--- src/design/tit_pkg.sv ---
// Package for the trickle interval timer: action codes, sequencer states
// and fixed constants. No dependencies.

package tit_pkg;

	// Action codes carried by an input item
	typedef enum logic [2:0] {
		ACT_TICK   = 3'd0,
		ACT_START  = 3'd1,
		ACT_STOP   = 3'd2,
		ACT_CONS   = 3'd3,
		ACT_INCONS = 3'd4
	} action_t;

	// Sequencer states
	typedef enum logic [2:0] {
		ST_IDLE,
		ST_EXEC,
		ST_MOD_SPAN,
		ST_HALF,
		ST_MOD_HALF,
		ST_DONE
	} state_t;

	// Configuration register indexes
	localparam logic [1:0] REG_MIN_INTERVAL   = 2'd0;
	localparam logic [1:0] REG_MAX_DOUBLINGS  = 2'd1;
	localparam logic [1:0] REG_REDUNDANCY_LIM = 2'd2;

	localparam int unsigned IMIN_W = 31;
	localparam int unsigned DBL_W  = 5;
	localparam int unsigned K_W    = 8;
	localparam int unsigned WORD_W = 32;

	localparam logic [IMIN_W-1:0] IMIN_FLOOR    = 31'd2;
	localparam logic [K_W-1:0]    COUNT_SAT     = 8'hFF;
	localparam logic [IMIN_W-1:0] IMIN_RESET    = 31'd2;
	localparam logic [DBL_W-1:0]  DBL_RESET     = 5'd1;
	localparam logic [K_W-1:0]    K_RESET       = 8'd1;

endpackage

--- src/design/trickle_interval_timer_top.sv ---
// Trickle interval timer (RFC 6206) top level: sequencer plus one shared
// restoring-remainder unit for the random picks. Depends on tit_pkg.
//
//  channel | direction | handshake             | payload
//  --------+-----------+-----------------------+-----------------------------------------
//  in      | sink      | in_valid / in_stall   | action, random_value
//  out     | source    | out_valid / out_stall | fire_now, transmit_allowed, running,
//          |           |                       | interval_now, heard_count
//  cfg     | sink      | cfg_we                | cfg_index, cfg_data
//
// Stop, consistent, unknown, plain tick items and an inconsistent item on a
// stopped timer go from the execute state straight to the done state. A tick
// that ends an interval or an inconsistent item on a running timer makes one
// random pick and a start makes two: each random pick runs 32 steps of the shared
// remainder unit, one dividend bit per cycle.
// Reset clears all timer state and loads the register defaults at once.
// A new item is accepted while a finished result still waits on out_stall;
// the block then holds in its last state until the output register frees.

module trickle_interval_timer_top (
	input  logic        clk,
	input  logic        arst_n,
	// input channel
	input  logic        in_valid,
	output logic        in_stall,
	input  logic [2:0]  action,
	input  logic [31:0] random_value,
	// output channel
	output logic        out_valid,
	input  logic        out_stall,
	output logic        fire_now,
	output logic        transmit_allowed,
	output logic        running,
	output logic [31:0] interval_now,
	output logic [7:0]  heard_count,
	// configuration
	input  logic        cfg_we,
	input  logic [1:0]  cfg_index,
	input  logic [30:0] cfg_data
);

	// control and timer state
	tit_pkg::state_t state_q, state_d;
	logic [30:0] min_int_q;
	logic [4:0]  max_dbl_q;
	logic [7:0]  k_q;
	logic [31:0] ilen_q, ilen_d;
	logic [31:0] imax_q, imax_d;
	logic [31:0] elapsed_q, elapsed_d;
	logic [31:0] fp_q, fp_d;
	logic [7:0]  count_q, count_d;
	logic        active_q, active_d;
	logic        fired_q, fired_d;
	logic        out_valid_q, out_valid_d;

	// item and remainder unit registers
	logic [2:0]  action_q, action_d;
	logic [31:0] rnd_q, rnd_d;
	logic [31:0] divisor_q, divisor_d;
	logic [31:0] rem_q, rem_d;
	logic [31:0] dvd_q, dvd_d;
	logic [4:0]  cnt_q, cnt_d;
	logic        fire_q, fire_d;
	logic        allowed_q, allowed_d;

	// output register
	logic        fire_now_q, fire_now_d;
	logic        allowed_out_q, allowed_out_d;
	logic        running_q, running_d;
	logic [31:0] interval_q, interval_d;
	logic [7:0]  heard_q, heard_d;

	// derived values
	logic [30:0] imin_eff;
	logic [62:0] imax_wide;
	logic [31:0] imax_calc;
	logic [31:0] span_calc;
	logic [31:0] elapsed_inc;
	logic [32:0] trial;
	logic [32:0] trial_diff;
	logic [31:0] rem_step;
	logic [30:0] half_raw;

	// Clamp Imin to two and form the latched Imax with a 32-bit ceiling
	assign imin_eff  = (min_int_q < tit_pkg::IMIN_FLOOR) ? tit_pkg::IMIN_FLOOR : min_int_q;
	assign imax_wide = {32'd0, imin_eff} << max_dbl_q;
	assign imax_calc = (|imax_wide[62:32]) ? 32'hFFFF_FFFF : imax_wide[31:0];
	assign span_calc = imax_calc - {1'b0, imin_eff} + 32'd1;

	// Saturating tick count
	assign elapsed_inc = (elapsed_q != 32'hFFFF_FFFF) ? (elapsed_q + 32'd1) : elapsed_q;

	// One restoring remainder step: shift in the next dividend bit, subtract if it fits
	assign trial      = {rem_q, dvd_q[31]};
	assign trial_diff = trial - {1'b0, divisor_q};
	assign rem_step   = (trial >= {1'b0, divisor_q}) ? trial_diff[31:0] : trial[31:0];

	assign half_raw = ilen_q[31:1];

	// Next state and datapath
	always_comb begin
		state_d       = state_q;
		ilen_d        = ilen_q;
		imax_d        = imax_q;
		elapsed_d     = elapsed_q;
		fp_d          = fp_q;
		count_d       = count_q;
		active_d      = active_q;
		fired_d       = fired_q;
		out_valid_d   = out_valid_q;
		action_d      = action_q;
		rnd_d         = rnd_q;
		divisor_d     = divisor_q;
		rem_d         = rem_q;
		dvd_d         = dvd_q;
		cnt_d         = cnt_q;
		fire_d        = fire_q;
		allowed_d     = allowed_q;
		fire_now_d    = fire_now_q;
		allowed_out_d = allowed_out_q;
		running_d     = running_q;
		interval_d    = interval_q;
		heard_d       = heard_q;

		// drop the result once taken
		if (out_valid_q && !out_stall) begin
			out_valid_d = 1'b0;
		end

		case (state_q)
			tit_pkg::ST_IDLE: begin
				if (in_valid) begin
					action_d = action;
					rnd_d    = random_value;
					state_d  = tit_pkg::ST_EXEC;
				end
			end
			tit_pkg::ST_EXEC: begin
				fire_d    = 1'b0;
				allowed_d = 1'b0;
				state_d   = tit_pkg::ST_DONE;
				case (action_q)
					tit_pkg::ACT_TICK: begin
						if (active_q) begin
							elapsed_d = elapsed_inc;
							if (!fired_q && elapsed_inc == fp_q) begin
								fired_d   = 1'b1;
								fire_d    = 1'b1;
								allowed_d = (k_q == 8'd0) || (count_q < k_q);
							end else if (elapsed_inc >= ilen_q) begin
								// interval end: double up to Imax, then pick a new fire point
								ilen_d  = (ilen_q <= {1'b0, imax_q[31:1]}) ?
								          {ilen_q[30:0], 1'b0} : imax_q;
								state_d = tit_pkg::ST_HALF;
							end
						end
					end
					tit_pkg::ACT_START: begin
						imax_d    = imax_calc;
						divisor_d = span_calc;
						rem_d     = 32'd0;
						dvd_d     = rnd_q;
						cnt_d     = 5'd31;
						state_d   = tit_pkg::ST_MOD_SPAN;
					end
					tit_pkg::ACT_STOP: begin
						active_d = 1'b0;
						ilen_d   = 32'd0;
					end
					tit_pkg::ACT_CONS: begin
						if (count_q != tit_pkg::COUNT_SAT) begin
							count_d = count_q + 8'd1;
						end
					end
					tit_pkg::ACT_INCONS: begin
						if (active_q) begin
							ilen_d  = {1'b0, imin_eff};
							state_d = tit_pkg::ST_HALF;
						end
					end
					default: begin
					end
				endcase
			end
			tit_pkg::ST_MOD_SPAN: begin
				rem_d = rem_step;
				dvd_d = {dvd_q[30:0], 1'b0};
				cnt_d = cnt_q - 5'd1;
				if (cnt_q == 5'd0) begin
					ilen_d  = {1'b0, imin_eff} + rem_step;
					state_d = tit_pkg::ST_HALF;
				end
			end
			tit_pkg::ST_HALF: begin
				// fire point lies in [half, I); half is at least one
				divisor_d = (half_raw == 31'd0) ? 32'd1 : {1'b0, half_raw};
				rem_d     = 32'd0;
				dvd_d     = rnd_q;
				cnt_d     = 5'd31;
				state_d   = tit_pkg::ST_MOD_HALF;
			end
			tit_pkg::ST_MOD_HALF: begin
				rem_d = rem_step;
				dvd_d = {dvd_q[30:0], 1'b0};
				cnt_d = cnt_q - 5'd1;
				if (cnt_q == 5'd0) begin
					count_d   = 8'd0;
					fp_d      = divisor_q + rem_step;
					elapsed_d = 32'd0;
					fired_d   = 1'b0;
					active_d  = 1'b1;
					state_d   = tit_pkg::ST_DONE;
				end
			end
			tit_pkg::ST_DONE: begin
				// hold until the output register is free
				if (!out_valid_q || !out_stall) begin
					out_valid_d   = 1'b1;
					fire_now_d    = fire_q;
					allowed_out_d = allowed_q;
					running_d     = active_q;
					interval_d    = ilen_q;
					heard_d       = count_q;
					state_d       = tit_pkg::ST_IDLE;
				end
			end
			default: begin
				state_d = tit_pkg::ST_IDLE;
			end
		endcase
	end

	// Control and timer state registers
	always_ff @(posedge clk or negedge arst_n) begin
		if (!arst_n) begin
			state_q     <= tit_pkg::ST_IDLE;
			min_int_q   <= tit_pkg::IMIN_RESET;
			max_dbl_q   <= tit_pkg::DBL_RESET;
			k_q         <= tit_pkg::K_RESET;
			ilen_q      <= 32'd0;
			imax_q      <= 32'd0;
			elapsed_q   <= 32'd0;
			fp_q        <= 32'd0;
			count_q     <= 8'd0;
			active_q    <= 1'b0;
			fired_q     <= 1'b0;
			out_valid_q <= 1'b0;
		end else begin
			state_q     <= state_d;
			ilen_q      <= ilen_d;
			imax_q      <= imax_d;
			elapsed_q   <= elapsed_d;
			fp_q        <= fp_d;
			count_q     <= count_d;
			active_q    <= active_d;
			fired_q     <= fired_d;
			out_valid_q <= out_valid_d;
			if (cfg_we) begin
				case (cfg_index)
					tit_pkg::REG_MIN_INTERVAL:   min_int_q <= cfg_data;
					tit_pkg::REG_MAX_DOUBLINGS:  max_dbl_q <= cfg_data[4:0];
					tit_pkg::REG_REDUNDANCY_LIM: k_q       <= cfg_data[7:0];
					default: begin
					end
				endcase
			end
		end
	end

	// Payload registers
	always_ff @(posedge clk) begin
		action_q      <= action_d;
		rnd_q         <= rnd_d;
		divisor_q     <= divisor_d;
		rem_q         <= rem_d;
		dvd_q         <= dvd_d;
		cnt_q         <= cnt_d;
		fire_q        <= fire_d;
		allowed_q     <= allowed_d;
		fire_now_q    <= fire_now_d;
		allowed_out_q <= allowed_out_d;
		running_q     <= running_d;
		interval_q    <= interval_d;
		heard_q       <= heard_d;
	end

	assign in_stall         = (state_q != tit_pkg::ST_IDLE);
	assign out_valid        = out_valid_q;
	assign fire_now         = fire_now_q;
	assign transmit_allowed = allowed_out_q;
	assign running          = running_q;
	assign interval_now     = interval_q;
	assign heard_count      = heard_q;

`ifndef SYNTH
	// Between items a running timer always has its fire point inside the interval
	assert property (@(posedge clk) disable iff (!arst_n)
		(state_q == tit_pkg::ST_IDLE && active_q) |-> (fp_q < ilen_q))
		else $error("fire point not below interval length");

	// The remainder unit never holds a partial remainder at or above its divisor
	assert property (@(posedge clk) disable iff (!arst_n)
		(state_q == tit_pkg::ST_MOD_SPAN || state_q == tit_pkg::ST_MOD_HALF)
		|-> (rem_q < divisor_q))
		else $error("partial remainder out of range");

	// A transmit permission only comes with a fire on a running timer
	assert property (@(posedge clk) disable iff (!arst_n)
		out_valid |-> ((!transmit_allowed || fire_now) && (!fire_now || running)))
		else $error("transmit permission without a fire");

	// An accepted item always leaves the idle state on the next edge
	assert property (@(posedge clk) disable iff (!arst_n)
		(in_valid && !in_stall) |=> (state_q == tit_pkg::ST_EXEC))
		else $error("accepted item not executed");
`endif

endmodule

--- config.mk ---
export PLATFORM = sky130hd
export DESIGN_NAME = trickle_interval_timer_top
export DESIGN_NICKNAME = d
export VERILOG_FILES = /design/src/design/tit_pkg.sv /design/src/design/trickle_interval_timer_top.sv
export SDC_FILE = /design/constraint.sdc
export NUM_CORES = 1
export LEC_CHECK = 0
export BUFFER_PORTS_ARGS = -buffer_cell sky130_fd_sc_hd__buf_4
export CAP_MARGIN = 20
export CORE_AREA = 5 5 258 260
export DETAILED_ROUTE_END_ITERATION = 8
export DIE_AREA = 0 0 263 265
export GPL_TIMING_DRIVEN = 0
export PLACE_DENSITY = 0.61
export SLEW_MARGIN = 20
export SYNTH_ARGS = -nofsm -noshare
export SYNTH_HDL_FRONTEND = slang
export SYNTH_SLANG_ARGS = --single-unit
export TNS_END_PERCENT = 10
--- constraint.sdc ---
create_clock -name clk -period 9.3 [get_ports clk]
set_clock_uncertainty 0.15 [all_clocks]
set_input_delay 0 -clock clk [delete_from_list [all_inputs] [get_ports clk]]
set_output_delay 0 -clock clk [all_outputs]
set_load 0.05 [all_outputs]
==> out/qor.csv <==
stage;metric;value;unit
worst_hold_path;Hold WC Path Type;in -> reg;
detailed_routing;antenna viol nets, final;0;
cts;CTS tree;done;
floorplanning;Initial Util;0.424;
layout;final core utilization;0.508;
layout;commonest non-fill, non-tap cell in the layout;nand2_1;
cts;CTS Root Cell;clkbuf_16;
setup_path;Crit path largest cell delay;0.49;ns
detailed_routing;DR WL/cell;25.1;um
logic_synthesis;Avg Synthesized Cell Area;8.85;um^2
setup_path;worst path arrival time;8.87;ns
logic_synthesis;Synth Cell Area;27100;um^2
logic_synthesis;post-synth top area cell;edfxtp_1;
detailed_routing;met1 wire length;45300;um
detailed_routing;met2 routed WL;49300;um
cts;worst skew pair latency;0.62;ns
cts;CTS buffer count;47;
setup_path;R2R cell count;32;
layout;share of cells above drive strength 1;0.103;
layout;commonest non-fill, non-tap cells in the layout;419 x nand2_1, 287 x o21ai_0, 224 x a21oi_1;
layout;non-filler cells, final;4278;
cts;clk buf depth;3;
logic_synthesis;FFs w/ async S/R, synth;0.507;
run_status;outcome;finished clean;
sta;min Tclk post-route;8.72;ns
detailed_routing;Avg Vias per Cell;5.97;
logic_synthesis;YS warnings;0;
cts;Post-CTS Setup Bufs;0;
logic_synthesis;Distinct cells, synth;103;
layout;NumNets Final;3677;
placement;cell count after placement;4046;
global_routing;largest net degree at the start of global routing;80;
detailed_routing;Post-Route WL;107000;um
logic_synthesis;post-synthesis sequential area ratio;0.372;
logic_synthesis;top-area cell type share of the netlist area;0.201;
setup_path;Worst Setup End Kind;flop;
worst_hold_path;Hold Crit Depth;4;
logic_synthesis;Yosys reg bits;367;
sta;crit share post-route;0.938;
placement;Final Wtd Congestion;0.982;
logic_synthesis;Post-synth EDFFs;181;
sta;Slew headroom;0.300;
logic_synthesis;syn nets;3356;
setup_path;Critical Path Most Common Cell;a21oi_1;
detailed_routing;# DRC;0;
global_routing;first-pass GRT wire length;158000;um
sta;hold slack;0.0100;ns
cts;clk sinks;367;
global_routing;Congestion Overflow GR;0;
setup_path;Startpoint Class;flop;
floorplanning;die width;263;um
detailed_routing;DR vias;25545;
logic_synthesis;Mapped Cells;3063;
floorplanning;Die H;265;um
detailed_routing;Top Metal Used;met5;
floorplanning;die area;69700;um^2
setup_path;Setup Crit Path Kind;reg -> reg;
global_routing;vias in the first global route;24601;
sta;Final WS setup;0.576;ns
setup_path;critical path peak fanout;10;
detailed_routing;WL met3;7620;um
detailed_routing;Pre-antenna DRT Iters;6;
power;pwr dens;423;nW/um^2
placement;DP Area;29400;um^2
floorplanning;Site Rows;93;
floorplanning;Placeable Area;63900;um^2
cts;Worst-path clk slew;0.06;ns
sta;Final Hold Fails;0;
cts;CTS H-tree depth;2;
global_routing;Total Routing Usage GR;0.296;
layout;synth-to-layout area growth;19.6;%
sta;RSZ-0062 raised after global routing;no;
placement;number of I/O port buffers;117;
floorplanning;I/O Pins;118;
placement;hpwl dp;85300;um
detailed_routing;DR iter-0 viols;2634;
sta;Worst Tran Pin Value;1.04;ns
sta;fmax;115;MHz
flow_run;Max Cap Viol;0;
power;Max IR drop VDD;0.242;mV
layout;Final Cell Area;32400;um^2
logic_synthesis;ranking of synthesized cells by area;edfxtp_1 20%, dfrtp_1 17%, ha_1 10%;
global_routing;initial antenna violation count;2;
logic_synthesis;Top FF cell, synth;dfrtp_1;
placement;Setup WS pre-CTS;0.189;ns
power;leak pwr;13.7;nW
setup_path;slowest CP cell;clkbuf_1;
sta;Slew Limit Fails;0;
sta;Final setup viols;0;
setup_path;WP data required;9.45;ns
synthesized netlist by cell type (37+ instances only):
cell type	number
edfxtp_1	181
ha_1	216
nand4_1	43
nand3_1	54
o21ai_0	289
a21oi_1	225
clkbuf_1	122
xor2_1	63
mux2i_1	42
nor2_1	218
a21o_1	58
o211ai_1	37
and2_1	43
nand2_1	419
dfrtp_1	183
xnor2_1	106
inv_1	207
report_power, final:
group / total (mW) / internal (mW) / switching, mW / leakage (nW)
Combinational: 8.94 / 3.20 / 5.74 / 8.87
Sequential: 2.91 / 2.37 / 0.538 / 4.07
Clock: 1.88 / 1.10 / 0.782 / 0.773
Total: 13.7 / 6.67 / 7.06 / 13.7
kinds of logic (layout without fill, tap and decap cells):
logic type	after synthesis	after routing	share of synthesized area
AND/OR/NAND/NOR	975	975	0.167
AO/OA/AOI/OAI	861	861	0.199
buffers and inverters	370	729	0.0537
flip-flops	367	367	0.372
adder cells (fa/ha/maj)	229	229	0.106
XOR/XNOR	169	169	0.0546
multiplexers	92	92	0.0474
other	0	1	0
path summary, 6_finish.rpt:
path,startpoint,slack [ns],endpoint
min in group asynchronous,arst_n,0.34,count_q[5]
max,max_dbl_q[1],0.58,divisor_q[29]
max in group asynchronous,arst_n,7.84,min_int_q[26]
min,cfg_data[26],0.01,min_int_q[26]
max reg2reg,max_dbl_q[1],0.58,divisor_q[29]
min reg2reg,allowed_q,0.28,transmit_allowed
critical path: cells and delay by family (launching register included):
kind            cells  cell delay (ns)
compound gates     16             3.45
buf+inv             6             1.74
fa+ha+maj           3             0.87
simple gates        4             0.74
mux                 2             0.72
flops               1             0.37
xor+xnor            1             0.34
stage by stage:
stage | total power, mW | TNS (ns)
2_1_floorplan | 8.58 | 0
3_3_place_gp | 11.4 | -17.93
3_5_place_dp | 11.6 | 0
4_1_cts | 13.5 | 0
5_1_grt | 14.5 | 0
6_report | 13.7 | 0
per-layer routing:
| layer | track usage | vias up |
|---|---|---|
| li1 | - | 11663 |
| met1 | 0.397 | 12526 |
| met2 | 0.487 | 1121 |
| met3 | 0.0413 | 233 |
| met4 | 0.120 | 2 |
| met5 | 0 | - |
timing repair:
action / CTS / global route
hold buffers: 144 / 0
hold endpoints to repair: 260 / 0
gates resized for setup: 0 / 8
setup endpoints to repair: 0 / 9
cell type report:
| type | instances | area (um^2) |
|---|---|---|
| Antenna cell | 1 | 2.50 |
| Sequential cell | 367 | 10100 |
| Multi-Input combinational cell | 2326 | 15600 |
| Clock inverter | 27 | 280 |
| Buffer | 163 | 683 |
| Tap cell | 855 | 1070 |
| Fill cell | 6022 | 31500 |
| Clock buffer | 60 | 1300 |
| Inverter | 207 | 777 |
| Timing Repair Buffer | 272 | 2620 |
Note: power is estimated with default switching activity, not from simulation.
